==> config.mk <==
export PLATFORM = sky130hd
export DESIGN_NAME = bus_frame_receiver_xor_check
export DESIGN_NICKNAME = d
export VERILOG_FILES = /design/src/rtl/core/bfrx_pkg.sv /design/src/rtl/core/bfrx_deframer.sv /design/src/rtl/core/bfrx_desc_fifo.sv /design/src/rtl/core/bfrx_emitter.sv /design/src/rtl/core/bus_frame_receiver_xor_check.sv
export SDC_FILE = /design/constraint.sdc
export NUM_CORES = 1
export LEC_CHECK = 0
export BUFFER_PORTS_ARGS = -buffer_cell sky130_fd_sc_hd__buf_2
export CAP_MARGIN = 20
export CORE_ASPECT_RATIO = 1.25
export CORE_UTILIZATION = 50
export DETAILED_ROUTE_END_ITERATION = 8
export GPL_ROUTABILITY_DRIVEN = 0
export MAX_ROUTING_LAYER = met4
export PLACE_DENSITY = 0.66
export RECOVER_POWER = 25
export SLEW_MARGIN = 10
export SYNTH_ARGS = -nofsm -noshare
export SYNTH_HDL_FRONTEND = slang
export SYNTH_SLANG_ARGS = --single-unit
export TNS_END_PERCENT = 100
==> constraint.sdc <==
create_clock -name clk_i -period 4.79 [get_ports clk_i]
set_clock_uncertainty 0.05 [all_clocks]
set_input_delay 0.479 -clock clk_i [delete_from_list [all_inputs] [get_ports clk_i]]
set_output_delay 0.479 -clock clk_i [all_outputs]
set_load 0.005 [all_outputs]
==> src/rtl/core/bfrx_pkg.sv <==
package bfrx_pkg;

  // Frame layout
  localparam int unsigned MaxData  = 32;   // largest payload kept, 1..63
  localparam int unsigned CntW     = 6;    // payload_count field width
  localparam int unsigned IdxW     = (MaxData > 1) ? $clog2(MaxData) : 1;
  localparam int unsigned NumBanks = 2;    // one payload bank per queued frame
  localparam int unsigned BankW    = 1;
  localparam int unsigned AddrW    = BankW + IdxW;
  localparam int unsigned MemDepth = NumBanks * (2 ** IdxW);
  localparam int unsigned QDepth   = NumBanks;
  localparam int unsigned QPtrW    = 1;
  localparam int unsigned QCntW    = 2;

  localparam logic [7:0] MinLen   = 8'd3;
  localparam logic [7:0] MaxData8 = 8'(MaxData);

  // Byte positions inside a frame
  localparam logic [8:0] PosSrc  = 9'd0;
  localparam logic [8:0] PosLen  = 9'd1;
  localparam logic [8:0] PosDst  = 9'd2;
  localparam logic [8:0] PosCmd  = 9'd3;
  localparam logic [8:0] PosData = 9'd4;

  localparam logic KindHead = 1'b0;
  localparam logic KindData = 1'b1;

  typedef struct packed {
    logic [7:0]      src;
    logic [7:0]      dst;
    logic [7:0]      cmd;
    logic [CntW-1:0] cnt;
    logic [7:0]      chk;
    logic [BankW-1:0] bank;
  } desc_t;

  typedef struct packed {
    logic             en;
    logic [AddrW-1:0] addr;
    logic [7:0]       data;
  } wr_t;

  typedef struct packed {
    logic            kind;
    logic [7:0]      src;
    logic [7:0]      dst;
    logic [7:0]      cmd;
    logic [CntW-1:0] cnt;
    logic [7:0]      chk;
    logic [7:0]      data;
    logic            last;
  } out_t;

endpackage

==> src/rtl/core/bfrx_deframer.sv <==
module bfrx_deframer (
  input  logic           clk_i,
  input  logic           rst_ni,
  input  logic           in_valid_i,
  output logic           in_stall_o,
  input  logic [7:0]     rx_byte_i,
  input  logic           q_full_i,
  output logic           push_o,
  output bfrx_pkg::desc_t desc_o,
  output bfrx_pkg::wr_t   wr_o
);
  import bfrx_pkg::*;

  logic [8:0]       pos_q, pos_d;
  logic [7:0]       len_q, len_d;
  logic [7:0]       src_q, src_d;
  logic [7:0]       dst_q, dst_d;
  logic [7:0]       cmd_q, cmd_d;
  logic [7:0]       xor_q, xor_d;
  logic [BankW-1:0] bank_q, bank_d;

  logic       accept;
  logic [8:0] pos_end;
  logic [7:0] dlen;
  logic [8:0] idx9;

  assign in_stall_o = q_full_i;
  assign accept     = in_valid_i & ~q_full_i;
  assign pos_end    = {1'b0, len_q} + 9'd1;
  assign dlen       = len_q - MinLen;
  assign idx9       = pos_q - PosData;

  always_comb begin
    pos_d  = pos_q;
    len_d  = len_q;
    src_d  = src_q;
    dst_d  = dst_q;
    cmd_d  = cmd_q;
    xor_d  = xor_q;
    bank_d = bank_q;
    push_o = 1'b0;
    wr_o.en   = 1'b0;
    wr_o.addr = {bank_q, idx9[IdxW-1:0]};
    wr_o.data = rx_byte_i;
    desc_o.src  = src_q;
    desc_o.dst  = dst_q;
    desc_o.cmd  = cmd_q;
    desc_o.cnt  = dlen[CntW-1:0];
    desc_o.chk  = rx_byte_i;
    desc_o.bank = bank_q;
    if (accept) begin
      if (pos_q == PosSrc) begin
        src_d = rx_byte_i;
        xor_d = rx_byte_i;
        pos_d = PosLen;
      end else if (pos_q == PosLen) begin
        if (rx_byte_i < MinLen) begin
          // too short: slide by one byte
          src_d = rx_byte_i;
          xor_d = rx_byte_i;
        end else begin
          len_d = rx_byte_i;
          xor_d = xor_q ^ rx_byte_i;
          pos_d = PosDst;
        end
      end else if (pos_q == pos_end) begin
        if ((xor_q == rx_byte_i) && (dlen <= MaxData8)) begin
          push_o = 1'b1;
          bank_d = bank_q + 1'b1;
        end
        pos_d = PosSrc;
        xor_d = 8'd0;
      end else begin
        if (pos_q == PosDst) begin
          dst_d = rx_byte_i;
        end else if (pos_q == PosCmd) begin
          cmd_d = rx_byte_i;
        end else if (idx9 < 9'(MaxData)) begin
          wr_o.en = 1'b1;
        end
        xor_d = xor_q ^ rx_byte_i;
        pos_d = pos_q + 9'd1;
      end
    end
  end

  always_ff @(posedge clk_i or negedge rst_ni) begin
    if (!rst_ni) begin
      pos_q  <= PosSrc;
      len_q  <= 8'd0;
      xor_q  <= 8'd0;
      bank_q <= '0;
    end else begin
      pos_q  <= pos_d;
      len_q  <= len_d;
      xor_q  <= xor_d;
      bank_q <= bank_d;
    end
  end

  always_ff @(posedge clk_i) begin
    src_q <= src_d;
    dst_q <= dst_d;
    cmd_q <= cmd_d;
  end

  // once past the length byte, position never runs beyond the check byte
  assert property (@(posedge clk_i) disable iff (!rst_ni)
    (pos_q >= PosDst) |-> ((len_q >= MinLen) && (pos_q <= pos_end)))
    else $error("frame position beyond check byte");

endmodule

==> src/rtl/core/bfrx_desc_fifo.sv <==
module bfrx_desc_fifo (
  input  logic            clk_i,
  input  logic            rst_ni,
  input  logic            push_i,
  input  bfrx_pkg::desc_t desc_i,
  output logic            full_o,
  input  logic            pop_i,
  output logic            valid_o,
  output bfrx_pkg::desc_t desc_o
);
  import bfrx_pkg::*;

  desc_t            entry_q [QDepth];
  logic [QPtrW-1:0] wr_ptr_q, rd_ptr_q;
  logic [QCntW-1:0] cnt_q;

  assign full_o  = (cnt_q == QCntW'(QDepth));
  assign valid_o = (cnt_q != '0);
  assign desc_o  = entry_q[rd_ptr_q];

  always_ff @(posedge clk_i or negedge rst_ni) begin
    if (!rst_ni) begin
      wr_ptr_q <= '0;
      rd_ptr_q <= '0;
      cnt_q    <= '0;
    end else begin
      if (push_i) wr_ptr_q <= wr_ptr_q + 1'b1;
      if (pop_i)  rd_ptr_q <= rd_ptr_q + 1'b1;
      if (push_i && !pop_i) begin
        cnt_q <= cnt_q + 1'b1;
      end else if (pop_i && !push_i) begin
        cnt_q <= cnt_q - 1'b1;
      end
    end
  end

  always_ff @(posedge clk_i) begin
    if (push_i) entry_q[wr_ptr_q] <= desc_i;
  end

  assert property (@(posedge clk_i) disable iff (!rst_ni)
    !(push_i && full_o))
    else $error("descriptor push into full queue");

  assert property (@(posedge clk_i) disable iff (!rst_ni)
    !(pop_i && !valid_o))
    else $error("descriptor pop from empty queue");

endmodule

==> src/rtl/core/bfrx_emitter.sv <==
module bfrx_emitter (
  input  logic            clk_i,
  input  logic            rst_ni,
  input  bfrx_pkg::wr_t   wr_i,
  input  logic            desc_valid_i,
  input  bfrx_pkg::desc_t desc_i,
  output logic            pop_o,
  output logic            out_valid_o,
  input  logic            out_stall_i,
  output bfrx_pkg::out_t  out_o
);
  import bfrx_pkg::*;

  typedef enum logic [3:0] {
    S_IDLE = 4'b0001,
    S_HEAD = 4'b0010,
    S_READ = 4'b0100,
    S_DATA = 4'b1000
  } state_e;

  state_e          state_q, state_d;
  logic [CntW-1:0] idx_q, idx_d;
  logic            out_valid_q, out_valid_d;
  out_t            out_q, out_d;
  logic [7:0]      mem_q [MemDepth];
  logic [7:0]      rd_data_q;
  logic            rd_en;
  logic            out_free;
  logic            data_last;
  logic [CntW-1:0] idx_inc;

  assign out_free  = !out_valid_q || !out_stall_i;
  assign idx_inc   = idx_q + 1'b1;
  assign data_last = (idx_inc == desc_i.cnt);

  always_comb begin
    state_d     = state_q;
    idx_d       = idx_q;
    out_d       = out_q;
    out_valid_d = out_valid_q && out_stall_i;
    rd_en       = 1'b0;
    pop_o       = 1'b0;
    case (state_q)
      S_IDLE: begin
        idx_d = '0;
        if (desc_valid_i) state_d = S_HEAD;
      end
      S_HEAD: begin
        if (out_free) begin
          out_valid_d = 1'b1;
          out_d.kind  = KindHead;
          out_d.src   = desc_i.src;
          out_d.dst   = desc_i.dst;
          out_d.cmd   = desc_i.cmd;
          out_d.cnt   = desc_i.cnt;
          out_d.chk   = desc_i.chk;
          out_d.data  = 8'd0;
          out_d.last  = (desc_i.cnt == '0);
          if (desc_i.cnt == '0) begin
            pop_o   = 1'b1;
            state_d = S_IDLE;
          end else begin
            state_d = S_READ;
          end
        end
      end
      S_READ: begin
        rd_en   = 1'b1;
        state_d = S_DATA;
      end
      S_DATA: begin
        if (out_free) begin
          out_valid_d = 1'b1;
          out_d.kind  = KindData;
          out_d.src   = 8'd0;
          out_d.dst   = 8'd0;
          out_d.cmd   = 8'd0;
          out_d.cnt   = '0;
          out_d.chk   = 8'd0;
          out_d.data  = rd_data_q;
          out_d.last  = data_last;
          if (data_last) begin
            pop_o   = 1'b1;
            state_d = S_IDLE;
          end else begin
            idx_d   = idx_inc;
            state_d = S_READ;
          end
        end
      end
      default: state_d = S_IDLE;
    endcase
  end

  always_ff @(posedge clk_i or negedge rst_ni) begin
    if (!rst_ni) begin
      state_q     <= S_IDLE;
      idx_q       <= '0;
      out_valid_q <= 1'b0;
    end else begin
      state_q     <= state_d;
      idx_q       <= idx_d;
      out_valid_q <= out_valid_d;
    end
  end

  always_ff @(posedge clk_i) begin
    out_q <= out_d;
  end

  // payload store: one write port from the front, one registered read port
  always_ff @(posedge clk_i) begin
    if (wr_i.en) mem_q[wr_i.addr] <= wr_i.data;
    if (rd_en)   rd_data_q <= mem_q[{desc_i.bank, idx_q[IdxW-1:0]}];
  end

  assign out_valid_o = out_valid_q;
  assign out_o       = out_q;

  assert property (@(posedge clk_i) disable iff (!rst_ni)
    (state_q != S_IDLE) |-> desc_valid_i)
    else $error("emitter busy without a queued frame");

  assert property (@(posedge clk_i) disable iff (!rst_ni)
    ((state_q == S_READ) || (state_q == S_DATA)) |-> (idx_q < desc_i.cnt))
    else $error("payload read past frame length");

endmodule

==> src/rtl/core/bus_frame_receiver_xor_check.sv <==
// Order: the header transaction is registered from the queued descriptor after the check byte
//   is accepted; each following data transaction takes a store read, then an output load.
// Throughput: one rx byte per cycle while fewer than two good frames wait for output;
//   the input stalls when both payload banks hold frames not yet fully sent.
// Reset: asynchronous, active low; clears the frame position, queue and output valid.
//   Payload store contents are not cleared and need no clearing pass.
module bus_frame_receiver_xor_check (
  input  logic       clk_i,
  input  logic       rst_ni,
  // receive side
  input  logic       in_valid_i,
  output logic       in_stall_o,
  input  logic [7:0] rx_byte_i,
  // result side
  output logic       out_valid_o,
  input  logic       out_stall_i,
  output logic       item_kind_o,
  output logic [7:0] source_addr_o,
  output logic [7:0] dest_addr_o,
  output logic [7:0] command_o,
  output logic [5:0] payload_count_o,
  output logic [7:0] check_byte_o,
  output logic [7:0] payload_byte_o,
  output logic       last_of_frame_o
);
  import bfrx_pkg::*;

  // front -> queue
  logic  push;
  desc_t push_desc;
  wr_t   wr;
  // queue -> back
  logic  q_full;
  logic  q_valid;
  logic  pop;
  desc_t head_desc;
  out_t  res;

  // Front: tracks byte position, running XOR and header bytes, writes data
  // bytes into the current payload bank and queues a descriptor for each
  // frame that passes the check and whose payload fits.
  bfrx_deframer u_deframer (
    .clk_i      (clk_i),
    .rst_ni     (rst_ni),
    .in_valid_i (in_valid_i),
    .in_stall_o (in_stall_o),
    .rx_byte_i  (rx_byte_i),
    .q_full_i   (q_full),
    .push_o     (push),
    .desc_o     (push_desc),
    .wr_o       (wr)
  );

  // Two-entry descriptor queue; one entry per payload bank, so a bank is
  // freed only when its frame's last transaction has been loaded.
  bfrx_desc_fifo u_desc_fifo (
    .clk_i   (clk_i),
    .rst_ni  (rst_ni),
    .push_i  (push),
    .desc_i  (push_desc),
    .full_o  (q_full),
    .pop_i   (pop),
    .valid_o (q_valid),
    .desc_o  (head_desc)
  );

  // Back: sends the header, then reads data bytes out of the store one at
  // a time into the output register.
  bfrx_emitter u_emitter (
    .clk_i        (clk_i),
    .rst_ni       (rst_ni),
    .wr_i         (wr),
    .desc_valid_i (q_valid),
    .desc_i       (head_desc),
    .pop_o        (pop),
    .out_valid_o  (out_valid_o),
    .out_stall_i  (out_stall_i),
    .out_o        (res)
  );

  assign item_kind_o     = res.kind;
  assign source_addr_o   = res.src;
  assign dest_addr_o     = res.dst;
  assign command_o       = res.cmd;
  assign payload_count_o = res.cnt;
  assign check_byte_o    = res.chk;
  assign payload_byte_o  = res.data;
  assign last_of_frame_o = res.last;

endmodule

==> metrics.yaml <==
worst_setup_path:
  cp_top_family: "simple AND/OR/NAND/NOR gates"
  path_class: "reg -> reg"
  path_cells: "ha_1, a21o_1, nor3b_1, o21ai_0, a21oi_1, o41a_4, nand3_2, nor2_1"
  critPathSlowestCell: "nor2_1"
  crit_buf_inv: 0
  cp-end-kind: "flop"
  cp.arrival_ns: 3.95
  cp_max_fo: 16
  critPathMaxStageDelay_ns: 0.77
  critPathRequiredTime_ns: 4.97
  cp-start-kind: "flop"
floorplan:
  core_mm2: 0.0562
  chipHeight_um: 269
  start_util_pct: 50.8
  rows: 97
  die_width_um: 216
  io_pins: 62
  die_area_mm2: 0.0580
hold_path:
  min_path_type: "in -> reg"
routing:
  drtIter0Drc: 1384
  vias: 14100
  routedWlPerCell_um: 25.2
  wl_met1_um: 24400
  detail_route.first_pass.iterations: 5
  drc_errors: 0
  drt-total-wl_um: 61000
  ant_nets: 0
  top_layer_used: "met4"
  vias_per_cell: 5.84
  met3_length_um: 3090
  met2_length_um: 32100
grt:
  grt_pass1_wl_um: 92100
  grt_pass1_vias: 14400
  grt_max_degree: 81
  antenna_found_initial: 2
  overflow: 0
  grt.total_usage_pct: 22.4
timing:
  drv_slew: 248
  maxClockFrequency_ghz: 0.265
  worst_pin_slew_ns: 3.38
  whs_ns: 0.147
  slew_headroom_pct: -125
  rsz0062_at_grt: "no"
  setup_violations: 0
  setup_tns_ns: 0
  post-route-min-period_ns: 3.78
  finalHoldViolations: 0
  fin_crit_sh_pct: 78.9
logic_synthesis:
  synthFlopType: "edfxtp_1"
  ys_seq_elements: 711
  synth_async_sr_flop_share_pct: 5.77
  synth.distinct_cells: 74
  yosysWarnings: 0
  synth_edf_count: 670
  ys_seq_area_share_pct: 74.1
  syn_inst: 1529
  syn_avg_cell_area_um2: 18.7
  synth_fp_nets: 1552
  syn_area_mm2: 0.0285
power:
  switchingPower_mw: 3.27
  p_int_mw: 10.8
  seqPwrFrac_pct: 51.6
  leakagePower_nw: 10.3
  clkPwrFrac_pct: 38.9
  comb_power_share_pct: 9.5
  powerDensity_mw_per_mm2: 438
  swShare_pct: 23.3
  vdd_drop_max_mv: 0.273
placement:
  hpwl_um: 39400
  io_buffers: 61
  placed_area_mm2: 0.0298
clock_network:
  numCtsBuffers: 67
  cts_tree: "built"
  clockRootBuffer: "clkbuf_16"
  clock_path_buffers: 3
  clkLatencyLatePin_ns: 0.61
  postCtsSetupBuffers: 0
  clock_sinks: 711
  clkTransAtPathRegs_ns: 0.06
  htree_num_levels: 3
outcome:
  violations: "max-capacitance violations, max-slew violations"
  status: "finished, violations left"
final_layout:
  layout_common_cells: "edfxtp_1, mux4_2, nor2_1, nand2_1, clkbuf_16"
  drive_gt1_share_pct: 22.2
  layout_commonest_cell: "edfxtp_1"
  postLayoutCellArea_mm2: 0.0320
  nets: 1646
  synthToLayoutAreaGrowth_pct: 12.3
run:
  cap_violations: 6
-- cells in the mapped netlist (11+ instances only) --
cell      number  area (um^2)
xor2_1        17          149
inv_1         18         67.6
ha_1          11          138
nand3_1       35          175
xnor2_1       20          175
and2_1        12         75.1
clkbuf_1      33          124
mux2i_1       67          671
a21oi_1       20          100
nand2_1       78          293
o21ai_0       20          100
nor2_1       137          514
nand2b_1      24          150
buf_2         25          125
mux2_2        11          124
mux4_2       144         3240
dfrtp_1       40         1000
edfxtp_1     670        20100
nor3_1        16         80.1
-- through the flow --
step / utilization [%] / std cells / total power, mW / setup slack, ns
2_1_floorplan: - / 1529 / 8.18 / 0.636
4_1_cts: 57.0 / 2414 / 14.1 / 1.04
3_3_place_gp: 52.9 / 2291 / 8.68 / 1.14
5_1_grt: 57.0 / 2420 / 14.5 / 0.780
6_report: 57.0 / 2420 / 14.0 / 1.01
3_5_place_dp: 53.0 / 2292 / 8.70 / 1.05
-- metal layers --
metal,up-vias,global-route usage [%]
met5,-,-
met4,0,7.59
li1,6274,-
met3,92,2.98
met1,7288,27.8
met2,471,38.1
-- flip-flops by register name (all words and copies together), names as in the netlist, 2 cells and up --
register	flops
u_deframer.cmd_q	8
u_desc_fifo.entry_q	78
u_emitter.idx_q	6
u_desc_fifo.cnt_q	2
u_emitter.mem_q	512
u_deframer.pos_q	9
u_emitter.rd_data_q	8
u_deframer.src_q	8
u_deframer.xor_q	8
u_emitter.out_o	48
u_emitter.state_q	4
u_deframer.dst_q	8
u_deframer.len_q	8
-- power groups by stage --
stage,clock network [mW],logic [mW],registers [mW]
floorplan,0,0.898,7.29
detailed placement,0,1.34,7.36
CTS,5.55,1.35,7.23
global placement,0,1.33,7.35
global route,5.78,1.44,7.26
finish,5.47,1.33,7.24
-- layout make-up --
cell class / count / area, um^2
fill: 4167 / 24200
sequential: 711 / 21200
multi-input combinational: 727 / 7020
clock buffer: 80 / 1810
tap: 742 / 928
timing repair buffer: 98 / 583
clock inverter: 42 / 474
inverter: 18 / 67.6
antenna: 2 / 5.00
-- what timing repair did --
action | in CTS | in global routing
gates resized for setup | 0 | 0
hold endpoints to repair | 0 | 8
hold buffers | 0 | 1
-- worst reg2reg max path, cell delays in order (launching register included) --
cell     delay [ns]
dfrtp_1        0.49
ha_1           0.52
a21o_1         0.17
nor3b_1        0.20
o21ai_0        0.12
a21oi_1        0.42
o41a_4         0.30
nand3_2        0.36
nor2_1         0.77
-- worst paths after layout --
path / startpoint / endpoint / slack [ns] / depth (start not counted)
min in group asynchronous: rst_ni / u_desc_fifo.cnt_q[1]$_DFFE_PN0P_ / 0.31 / 2
max in group asynchronous: rst_ni / u_emitter.idx_q[1]$_DFFE_PN0P_ / 1.99 / 3
max: u_deframer.len_q[0]$_DFFE_PN0P_ / u_emitter.mem_q[28][3]$_DFFE_PP_ / 1.01 / 8
min: out_stall_i / u_emitter.state_q[1]$_DFFE_PN0P_ / 0.15 / 3
min reg2reg: u_deframer.dst_q[4]$_DFFE_PP_ / u_desc_fifo.entry_q[0][27]$_DFFE_PP_ / 0.39 / 0
max reg2reg: u_deframer.len_q[0]$_DFFE_PN0P_ / u_emitter.mem_q[28][3]$_DFFE_PP_ / 1.01 / 8
-- logic make-up (layout without fill, tap and decap cells) --
group | Yosys count | count (layout) | synth area share (%)
DFF | 711 | 711 | 74.1
and+or+nand+nor | 357 | 357 | 6.10
muxes | 224 | 224 | 14.2
AOI/OAI and AO/OA | 98 | 98 | 2.52
buffers and inverters | 91 | 238 | 1.41
xor gates and xnor gates | 37 | 37 | 1.14
adders and majority gates | 11 | 11 | 0.482
other | 0 | 2 | 0
Note: power is estimated with default switching activity, not from simulation.
